--- src/swmm_pkg.sv ---
package swmm_pkg;

    // Configuration port
    localparam int CFG_INDEX_W = 1;
    localparam int CFG_DATA_W  = 9;
    localparam int WLEN_W      = 9;

    localparam logic [CFG_INDEX_W-1:0] REG_WINDOW_LENGTH = 1'd0;
    localparam logic [CFG_INDEX_W-1:0] REG_MODE          = 1'd1;

    localparam logic MODE_MIN = 1'b0;
    localparam logic MODE_MAX = 1'b1;

    // Commands broadcast to every cell; at most one is active per cycle
    typedef struct packed {
        logic age_inc;   // new request taken: every live entry ages by one
        logic shift;     // front expired: each cell takes its upper neighbor
        logic pop;       // back cell drops itself if the new sample dominates it
        logic push;      // first free cell loads the new sample
    } cmd_t;

    // Status gathered from the chain
    typedef struct packed {
        logic front_valid;
        logic back_dom;
    } stat_t;

endpackage

--- src/swmm_cell.sv ---
module swmm_cell #(
    parameter int SAMPLE_WIDTH = 32,
    parameter int AGE_W        = 9
) (
    input  logic                           clk,
    input  logic                           rst_n,
    input  swmm_pkg::cmd_t                 cmd,
    input  logic                           mode,
    input  logic signed [SAMPLE_WIDTH-1:0] x,
    input  logic                           prv_valid,
    input  logic                           nxt_valid,
    input  logic signed [SAMPLE_WIDTH-1:0] nxt_value,
    input  logic        [AGE_W-1:0]        nxt_age,
    output logic                           valid,
    output logic signed [SAMPLE_WIDTH-1:0] value,
    output logic        [AGE_W-1:0]        age,
    output logic                           back_dom
);

    logic                           valid_reg;
    logic                           valid_next;
    logic signed [SAMPLE_WIDTH-1:0] value_reg;
    logic signed [SAMPLE_WIDTH-1:0] value_next;
    logic        [AGE_W-1:0]        age_reg;
    logic        [AGE_W-1:0]        age_next;
    logic                           dom;
    logic                           is_back;

    // ties go to the new sample
    assign dom     = (mode == swmm_pkg::MODE_MIN) ? (value_reg >= x) : (value_reg <= x);
    assign is_back = valid_reg && !nxt_valid;

    always_comb
    begin
        valid_next = valid_reg;
        value_next = value_reg;
        age_next   = age_reg;
        if (cmd.age_inc && valid_reg)
        begin
            age_next = age_reg + AGE_W'(1);
        end
        if (cmd.shift)
        begin
            valid_next = nxt_valid;
            value_next = nxt_value;
            age_next   = nxt_age;
        end
        if (cmd.pop && is_back && dom)
        begin
            valid_next = 1'b0;
        end
        if (cmd.push && !valid_reg && prv_valid)
        begin
            valid_next = 1'b1;
            value_next = x;
            age_next   = '0;
        end
    end

    always_ff @(posedge clk or negedge rst_n)
    begin
        if (!rst_n)
        begin
            valid_reg <= 1'b0;
        end
        else
        begin
            valid_reg <= valid_next;
        end
    end

    always_ff @(posedge clk)
    begin
        value_reg <= value_next;
        age_reg   <= age_next;
    end

    assign valid    = valid_reg;
    assign value    = value_reg;
    assign age      = age_reg;
    assign back_dom = is_back && dom;

endmodule

--- config.mk ---
export PLATFORM = sky130hd
export DESIGN_NAME = swmm_cell
export DESIGN_NICKNAME = d
export VERILOG_FILES = /design/src/swmm_pkg.sv /design/src/swmm_cell.sv
export SDC_FILE = /design/constraint.sdc
export NUM_CORES = 1
export LEC_CHECK = 0
export BUFFER_PORTS_ARGS = -buffer_cell sky130_fd_sc_hd__buf_2
export CELL_PAD_IN_SITES_DETAIL_PLACEMENT = 1
export CELL_PAD_IN_SITES_GLOBAL_PLACEMENT = 2
export CORE_AREA = 3 3 106 108
export CTS_CLUSTER_SIZE = 30
export DETAILED_ROUTE_END_ITERATION = 10
export DIE_AREA = 0 0 109 111
export GPL_TIMING_DRIVEN = 0
export PLACE_DENSITY_LB_ADDON = 0.05
export SETUP_SLACK_MARGIN = 0.02
export SYNTH_ARGS = -nofsm -noshare
export SYNTH_HDL_FRONTEND = slang
export SYNTH_SLANG_ARGS = --single-unit
--- constraint.sdc ---
create_clock -name clk -period 3 [get_ports clk]
set_input_delay 0 -clock clk [delete_from_list [all_inputs] [get_ports clk]]
set_output_delay 0 -clock clk [all_outputs]
set_load 0.05 [all_outputs]
==> summary.md <==
| Metric | Value |
|---|---|
| Outcome | completed |
| # rows | 37 |
| Synth top cells by count | 46 x nand2_1, 36 x o21ai_0, 34 x inv_1 |
| Max FFs per register | 32 |
| Required time of the critical path | 3.00 ns |
| 1st-pass router iterations | 4 |
| Max Fclk | 392 MHz |
| DIE WIDTH | 109 µm |
| Die height | 111 µm |
| Synth Area in XOR/XNOR | 0.0325 |
| Critical path type | register to output port |
| Area delta synth->final | 50.4% |
| Final hold vios | 0 |
| Worst-Margin Slew | 0.887 ns |
| I/O pin count | 125 |
| Dpl cells | 555 |
| CTS tree | yes |
| Die area | 12100 µm² |
| Num CTS Buffers | 5 |
| Busiest layer in global routing | met2 |
| Finished Layout Cells | 607 |
| Number of routed nets with antenna violations | 0 |
| Vias in the first global route | 2957 |
| Dominant cells by area after synthesis | edfxtp_1 36%, ha_1 15%, dfxtp_1 6.7%, o21ai_0 6.7%, nand2_1 6.4% |
| Global-route wire length before repair | 14400 µm |
| Cts repair resizes | 0 |
| Grt ovf | 0 |
| Largest net degree at the start of global routing | 18 |
| Synth Register Bits | 42 |
| RSZ-0062 raised after global routing | false |
| CP max-delay cell | edfxtp_1 |
| Syn Inst Count | 295 |
| Area of the mapped netlist | 2700 µm² |
| Post-synth top area cell | edfxtp_1 |
| Synth Area in Adders | 0.153 |
| Share of cells above drive strength 1 | 0.295 |
| Core area | 10300 µm² |
| Share of the yosys chip area belonging to registers | 0.432 |
| Max stage delay on crit path | 0.40 ns |
| Drc violations | 0 |
| Detailed Route WL | 8930 µm |
| Synth cell types | 38 |
| Asr flop ratio synth | 0.0238 |
| PwrDens | 475 nW/µm² |
| Reg clk slew, reported paths | 0.09 ns |
| Slew Viols, Final | 0 |
| Simple-gate area share of the yosys netlist | 0.167 |
| PortBufs | 123 |
| Most frequent CP cell | a21oi_1 |
| FF+latch area | 1170 µm² |
| Layout Skew | 0.00359 ns |
| Synth warn | 0 |
| Post-DR wirelength/cell | 14.7 µm |
| Setup violators final | 0 |
| CP endpoint kind | output port |
| Hold/Removal Path Class | input port to register |
| Post-synth EDFFs | 32 |
| # Max-Cap Violations | 0 |
| Largest family of logic cells by synthesized area | simple AND/OR/NAND/NOR gates |
| Post-layout min period | 2.55 ns |
| Area of the multi-input gates | 1370 µm² |
| Ys flop type | edfxtp_1 |
| Worst slew margin | 0.406 |
| Net count after synthesis | 410 |
| Total power | 1.93 mW |
| Max H-tree Level | 2 |
| Sink Count | 42 |
| Final Cell Area | 4060 µm² |
| Nets | 585 |
| Period utilization | 0.850 |
| Post-DP HPWL | 6880 µm |
| N_diodes | 0 |
| Initial Util | 0.261 |
| Clock latency on the worst-skew pair | 0.30 ns |
| Post-synthesis compound-gate area fraction | 0.138 |
| Met3 Usage GRT | 0.0367 |
| Arrival time at the worst endpoint | 2.55 ns |
| Initial antenna violation count | 0 |
| Mux share of post-synthesis cell area | 0.0148 |
| M1 GR Usage | 0.181 |
| VDD IR max | 224 µV |
| Core Util, Final | 0.393 |
| Leakage power | 1.98 nW |
| Fillers | 1241 |
| GRT Overall Usage | 0.151 |
| Area of placed instances | 3510 µm² |
| Clk root buf | clkbuf_8 |
| Share of Yosys cell area claimed by the top area cell type | 0.356 |
| Met2 usage | 0.266 |
| Worst setup SP type | register |
| Vias per cell | 4.49 |
| Avg Inst Size Synth | 9.14 µm² |
| Setup TNS | 0 ns |
| GPL Wtd Cong | 0.737 |
| Most common cell in the synthesized netlist | nand2_1 |
| Cell breakdown of the critical path | ha_1 -> a21oi_1 -> o21ai_0 -> a31oi_1 -> a41oi_1 -> or3_1 -> a21oi_1 -> buf_2 |
| DR iter-0 viols | 60 |
| Vias | 2726 |
| CTS max path bufs | 2 |
| Worst-path maximum fanout | 3 |
## cell type report
type,instances,share of cell area
repair buffers,168,0.267
plain buffers,10,0.00956
clock buffers,6,0.0231
multi-input cells,209,0.337
flip-flops and latches,42,0.287
inverters,34,0.0315
clock inverters,2,0.00247
well taps,136,0.0419
## where the power goes
group | switching (mW) | internal (mW) | leakage, nW
clock network | 0.219 | 0.212 | 0.0561
registers | 0.0524 | 0.710 | 0.406
logic | 0.485 | 0.249 | 1.51
total | 0.756 | 1.17 | 1.98
## worst paths after layout
path	startpoint	endpoint	slack, ns	cells after the start
setup / recovery	value[7]	back_dom	0.45	8
hold / removal	x[13]	value[13]	0.05	3
setup reg to reg	value[7]	valid	0.89	7
hold reg to reg	age[8]	age[8]	0.65	4
max in group asynchronous	rst_n	valid	2.37	3
min in group asynchronous	rst_n	valid	0.53	3
## kinds of logic after synthesis
family	count (synthesis)
mux	4
simple gates	95
buf+inv	44
xor+xnor	10
flops	42
compound gates	67
fa+ha+maj	33
## stage by stage
step | worst slack, ns | hold slack (ns)
6_report | 0.451 | 0.0541
5_1_grt | 0.168 | 0.0598
4_1_cts | 0.373 | 0.0446
3_5_place_dp | 0.727 | -0.224
3_3_place_gp | 0.165 | -0.224
2_1_floorplan | 0.282 | -0.296
## cell usage in the layout, fill, tap and decap left out, drive strengths merged, types with 14 or more instances in the layout
cell	instances
a21oi	21
buf	126
clkbuf	14
dlygate4sd3	44
edfxtp	32
ha	33
inv	34
nand2	46
nor2	20
o21ai	37
## metal layers
layer  wire (µm)  vias to the layer above
met1        3950                     1265
met5           0                        -
li1            -                     1377
met2        4370                       76
met3         502                        8
met4         109                        0
## timing repair
item                                   in CTS  in global routing
endpoints found under the hold margin      42                  0
hold buffers                               44                  0
setup buffers                               0                  0
## critical path: cells and delay by family (launching register included)
family / cells / cell delay [ns]
buffers and inverters: 1 / 0.29
DFF: 1 / 0.40
and+or+nand+nor: 1 / 0.35
AOI/OAI and AO/OA: 5 / 0.87
adders and majority gates: 1 / 0.33
(Power assumes the default switching activity.)
