<file path="src/swmm_pkg.sv">
package swmm_pkg;

    // Configuration port
    localparam int CFG_INDEX_W = 1;
    localparam int CFG_DATA_W  = 9;
    localparam int WLEN_W      = 9;

    localparam logic [CFG_INDEX_W-1:0] REG_WINDOW_LENGTH = 1'd0;
    localparam logic [CFG_INDEX_W-1:0] REG_MODE          = 1'd1;

    localparam logic MODE_MIN = 1'b0;
    localparam logic MODE_MAX = 1'b1;

    // Commands broadcast to every cell; at most one is active per cycle
    typedef struct packed {
        logic age_inc;   // new request taken: every live entry ages by one
        logic shift;     // front expired: each cell takes its upper neighbor
        logic pop;       // back cell drops itself if the new sample dominates it
        logic push;      // first free cell loads the new sample
    } cmd_t;

    // Status gathered from the chain
    typedef struct packed {
        logic front_valid;
        logic back_dom;
    } stat_t;

endpackage

</file>
<file path="src/swmm_ctrl.sv">
module swmm_ctrl #(
    parameter int SAMPLE_WIDTH = 32,
    parameter int MAX_WINDOW   = 256,
    parameter int CNT_W        = 9
) (
    input  logic                                clk,
    input  logic                                rst_n,
    input  logic                                in_valid,
    output logic                                in_stall,
    input  logic signed [SAMPLE_WIDTH-1:0]      sample,
    output logic                                out_valid,
    input  logic                                out_stall,
    output logic signed [SAMPLE_WIDTH-1:0]      extreme_value,
    output logic                                window_full,
    input  logic                                cfg_valid,
    output logic                                cfg_ready,
    input  logic [swmm_pkg::CFG_INDEX_W-1:0]    cfg_index,
    input  logic [swmm_pkg::CFG_DATA_W-1:0]     cfg_data,
    input  swmm_pkg::stat_t                     stat,
    input  logic signed [SAMPLE_WIDTH-1:0]      front_value,
    input  logic        [CNT_W-1:0]             front_age,
    output swmm_pkg::cmd_t                      cmd,
    output logic                                mode,
    output logic signed [SAMPLE_WIDTH-1:0]      x
);

    localparam int CMP_W = (CNT_W > swmm_pkg::WLEN_W) ? CNT_W : swmm_pkg::WLEN_W;

    localparam logic [1:0] ST_IDLE   = 2'd0;
    localparam logic [1:0] ST_EXPIRE = 2'd1;
    localparam logic [1:0] ST_POP    = 2'd2;
    localparam logic [1:0] ST_PUSH   = 2'd3;

    logic [1:0]                     state_reg;
    logic [1:0]                     state_next;
    logic [swmm_pkg::WLEN_W-1:0]    wlen_reg;
    logic                           mode_reg;
    logic [CNT_W-1:0]               seen_reg;
    logic [CNT_W-1:0]               seen_next;
    logic signed [SAMPLE_WIDTH-1:0] x_reg;
    logic                           out_valid_reg;
    logic                           out_valid_next;
    logic signed [SAMPLE_WIDTH-1:0] out_value_reg;
    logic                           out_full_reg;
    logic [CMP_W-1:0]               wl_ext;
    logic [CNT_W-1:0]               w_eff;
    logic                           accept;
    logic                           out_free;
    logic                           expired;

    assign wl_ext = CMP_W'(wlen_reg);

    always_comb
    begin
        if (wl_ext == '0)
        begin
            w_eff = CNT_W'(1);
        end
        else if (wl_ext > CMP_W'(MAX_WINDOW))
        begin
            w_eff = CNT_W'(MAX_WINDOW);
        end
        else
        begin
            w_eff = CNT_W'(wl_ext);
        end
    end

    assign accept   = in_valid && !in_stall;
    assign out_free = !out_valid_reg || !out_stall;
    assign expired  = stat.front_valid && (front_age >= w_eff);

    always_comb
    begin
        cmd.age_inc = accept;
        cmd.shift   = (state_reg == ST_EXPIRE) && expired;
        cmd.pop     = (state_reg == ST_POP) && stat.back_dom;
        cmd.push    = (state_reg == ST_PUSH) && out_free;
    end

    always_comb
    begin
        state_next = state_reg;
        case (state_reg)
            ST_IDLE:
            begin
                if (accept)
                begin
                    state_next = ST_EXPIRE;
                end
            end
            ST_EXPIRE:
            begin
                if (!expired)
                begin
                    state_next = ST_POP;
                end
            end
            ST_POP:
            begin
                if (!stat.back_dom)
                begin
                    state_next = ST_PUSH;
                end
            end
            ST_PUSH:
            begin
                if (out_free)
                begin
                    state_next = ST_IDLE;
                end
            end
            default:
            begin
                state_next = ST_IDLE;
            end
        endcase
    end

    always_comb
    begin
        seen_next = seen_reg;
        if (accept && (seen_reg < CNT_W'(MAX_WINDOW)))
        begin
            seen_next = seen_reg + CNT_W'(1);
        end
    end

    always_comb
    begin
        out_valid_next = out_valid_reg;
        if (out_valid_reg && !out_stall)
        begin
            out_valid_next = 1'b0;
        end
        if (cmd.push)
        begin
            out_valid_next = 1'b1;
        end
    end

    always_ff @(posedge clk or negedge rst_n)
    begin
        if (!rst_n)
        begin
            state_reg     <= ST_IDLE;
            seen_reg      <= '0;
            out_valid_reg <= 1'b0;
            wlen_reg      <= swmm_pkg::WLEN_W'(9);
            mode_reg      <= swmm_pkg::MODE_MIN;
        end
        else
        begin
            state_reg     <= state_next;
            seen_reg      <= seen_next;
            out_valid_reg <= out_valid_next;
            if (cfg_valid && cfg_ready)
            begin
                case (cfg_index)
                    swmm_pkg::REG_WINDOW_LENGTH:
                    begin
                        wlen_reg <= cfg_data[swmm_pkg::WLEN_W-1:0];
                    end
                    swmm_pkg::REG_MODE:
                    begin
                        mode_reg <= cfg_data[0];
                    end
                    default:
                    begin
                        mode_reg <= mode_reg;
                    end
                endcase
            end
        end
    end

    always_ff @(posedge clk)
    begin
        if (accept)
        begin
            x_reg <= sample;
        end
        if (cmd.push)
        begin
            // empty deque: the new sample becomes the front
            out_value_reg <= stat.front_valid ? front_value : x_reg;
            out_full_reg  <= (seen_reg >= w_eff);
        end
    end

    assign in_stall      = (state_reg != ST_IDLE);
    assign out_valid     = out_valid_reg;
    assign extreme_value = out_value_reg;
    assign window_full   = out_full_reg;
    assign cfg_ready     = 1'b1;
    assign mode          = mode_reg;
    assign x             = x_reg;

`ifndef SYNTHESIS
    a_accept_starts: assert property (@(posedge clk) disable iff (!rst_n)
        accept |=> (state_reg == ST_EXPIRE))
        else $error("accepted request did not start expiry");

    a_one_cmd: assert property (@(posedge clk) disable iff (!rst_n)
        $onehot0({cmd.age_inc, cmd.shift, cmd.pop, cmd.push}))
        else $error("more than one chain command");

    a_seen_sat: assert property (@(posedge clk) disable iff (!rst_n)
        seen_reg <= CNT_W'(MAX_WINDOW))
        else $error("sample count passed window limit");

    a_weff_range: assert property (@(posedge clk) disable iff (!rst_n)
        (w_eff != '0) && (w_eff <= CNT_W'(MAX_WINDOW)))
        else $error("effective window out of range");

    a_push_result: assert property (@(posedge clk) disable iff (!rst_n)
        cmd.push |=> out_valid_reg && (state_reg == ST_IDLE))
        else $error("push did not produce a result");
`endif

endmodule

</file>
<file path="config.mk">
export PLATFORM = sky130hd
export DESIGN_NAME = swmm_ctrl
export DESIGN_NICKNAME = d
export VERILOG_FILES = /design/src/swmm_pkg.sv /design/src/swmm_ctrl.sv
export SDC_FILE = /design/constraint.sdc
export NUM_CORES = 1
export LEC_CHECK = 0
export BUFFER_PORTS_ARGS = -buffer_cell sky130_fd_sc_hd__buf_2
export CORE_MARGIN = 2
export CORE_UTILIZATION = 46
export CTS_BUF_LIST = sky130_fd_sc_hd__clkbuf_16
export CTS_CLUSTER_DIAMETER = 100
export DETAILED_ROUTE_END_ITERATION = 7
export PLACE_DENSITY = 0.77
export SLEW_MARGIN = 25
export SYNTH_ARGS = -nofsm -noshare
export SYNTH_HDL_FRONTEND = slang
export SYNTH_SLANG_ARGS = --single-unit
</file>
<file path="constraint.sdc">
create_clock -name clk -period 6.8 [get_ports clk]
set_clock_uncertainty 0.15 [all_clocks]
set_input_delay 1.02 -clock clk [delete_from_list [all_inputs] [get_ports clk]]
set_output_delay 1.02 -clock clk [all_outputs]
set_load 0.02 [all_outputs]
</file>
==> impl_metrics.ini <==
[logic_synthesis]
async_flop_share = 0.253
yosysSeqAreaShare = 0.655
ys_types = 37
avgSynthCellArea_um2 = 15.8
ys_seq_elements = 87
synth_area_mm2 = 0.00382
synth_cells = 242
synth_nets = 356
synth-main-ff-cell = edfxtp_1
ys_warn_count = 0
synth_edf_count = 65

[worst_setup_path]
r2r_cells = 9
crit_slowest_cell = dfrtp_1
crit_type = flop to primary output
crit_top_cell = a21oi_1
crit_fanout = 3
crit_family = simple AND/OR/NAND/NOR gates
end_kind = primary output
cp_cell_sequence = nor4_1, a21oi_1, nor2_1, ha_1, nand2b_1, a31oi_1, o21ai_0, nand4_1, a21oi_1, buf_2
cp_slowest_stage_delay_ns = 0.40
path_depth = 10
critical_path_arrival_ns = 2.48
worstPathRequired_ns = 5.63
setup.worst_path.start_class = flop
timing.critical_path.buf_inv = 1

[clocking]
clk_latency_ns = 0.33
postCtsSetupRepairBufs = 0
cts.repair.resized = 0
cts_buffers = 9
cts_tree = built
cts_hold_buf = 0
cts.htree.levels = 3
clkTransAtPathRegs_ns = 0.06
cts-root-buf = clkbuf_16
clock_sinks = 87
clk_path_buf_depth = 2

[sta]
min_period_over_period = 0.537
fmax_mhz = 274
hold_ws_ns = 0.363
period_needed_ns = 3.65
setup_viol = 0
slew-limit-headroom = 0.479
final-max-slew-violation-count = 0
worst_slew_pin_slew_ns = 0.782
hold_viol = 0
fin_tns_setup_ns = 0
rsz0062_at_grt = false

[grt]
grt_pass1_wl_um = 12500
overflow = 0
grt_use_total = 0.185
grt_max_degree = 34
grt_pass1_vias = 2505
antenna_found_initial = 0

[detailed_routing]
wl_per_cell_um = 16.5
dr_total_vias = 2579
ant_nets = 0
vias_per_cell = 4.99
first_pass_iters = 4
drt-total-wl_um = 8510
drtIter0Drc = 91
drc = 0

[finish]
drive_gt1_frac = 0.558
fin_nets = 521
final_common_cell = buf_2
antenna_cells = 0
final_cell_mix = buf_2, edfxtp_1, mux2_2
area_growth_pct = 31.6

[die]
die_area_mm2 = 0.00906
die_width_um = 95.2
initial_core_util = 0.470
fp-row-count = 33
core_mm2 = 0.00813
num_io_pins = 163
die_h_um = 95.2

[outcome]
status = complete, no violations

[power_and_ir_drop]
powerDensity_mw_per_mm2 = 358
p_leak_nw = 2.22
power_mw = 1.80
ir_drop_mv = 0.155

[min_path]
whs_path_depth = 1
hold_path_class = flop to flop

[placement]
port-buffer-count = 161
place.gp.congestion = 0.797
dpl.hpwl_um = 6630

[run]
cap_violations = 0
Yosys cell counts, drive strengths merged, types with 3 or more instances:
cell    instances  area [µm²]
a21oi           6        30.0
nor2b           3        18.8
xnor2           6        52.6
inv             5        18.8
ha             24         300
mux2           43         488
nand2          15        56.3
dfrtp          20         500
nand4           6        37.5
o21ai           4        20.0
edfxtp         65        1950
a21o            6        46.3
buf             9        52.6
nor2            7        26.3
cell type report:
type | instances | area, µm²
flip-flops and latches | 87 | 2500
inverters | 6 | 22.5
clock buffers | 9 | 225
repair buffers | 163 | 821
clock inverters | 7 | 73.8
well taps | 105 | 131
fillers | 664 | 3100
multi-input cells | 140 | 1250
metrics by stage:
step                      setup WS, ns   util  instance area (µm²)  cells
after floorplan                   1.66      -                 3820    242
after global placement            3.32  0.582                 4730    501
final                             3.15  0.619                 5030    517
after CTS                         3.10  0.619                 5030    517
after global routing              2.89  0.619                 5030    517
after detailed placement          3.28  0.582                 4730    501
per-layer routing:
layer,part of all wire,global-route usage,wire length [µm],up-vias
met5,0,0,0,-
met4,0.0076,0.0556,65,0
met3,0.078,0.0545,662,6
met2,0.50,0.317,4250,112
met1,0.42,0.224,3540,1227
li1,-,-,-,1234
cell families after synthesis:
group | count (synthesis) | share of synthesized area
mux | 44 | 0.130
compound gates | 24 | 0.0481
fa+ha+maj | 24 | 0.0785
xor+xnor | 7 | 0.0160
simple gates | 40 | 0.0514
other cells | 1 | 0.000981
buf+inv | 15 | 0.0196
flops | 87 | 0.655
power breakdown:
part / switching, mW / internal (mW)
Sequential: 0.0617 / 0.727
Clock: 0.215 / 0.259
Combinational: 0.331 / 0.210
Total: 0.607 / 1.20
final timing paths:
path                            slack [ns]         from            to
min in group asynchronous             0.52        rst_n     wl_ext[5]
worst max register to register        4.22    wl_ext[4]  state_reg[1]
worst min-delay path                  0.36  seen_reg[7]   seen_reg[7]
max in group asynchronous             5.62        rst_n     wl_ext[0]
worst max-delay path                  3.15    wl_ext[4]        cmd[2]
worst min register to register        0.36  seen_reg[7]   seen_reg[7]
worst reg2reg max path, cell delays in order, from the launching register on:
cell and delay [ns]:
dfrtp_1 0.40, nor4_1 0.33, a21oi_1 0.11, nor2_1 0.21
ha_1 0.27, nand2b_1 0.14, a31oi_1 0.17, o21ai_0 0.16
a2bb2oi_2 0.21, mux2_4 0.31
(Power assumes the default switching activity.)
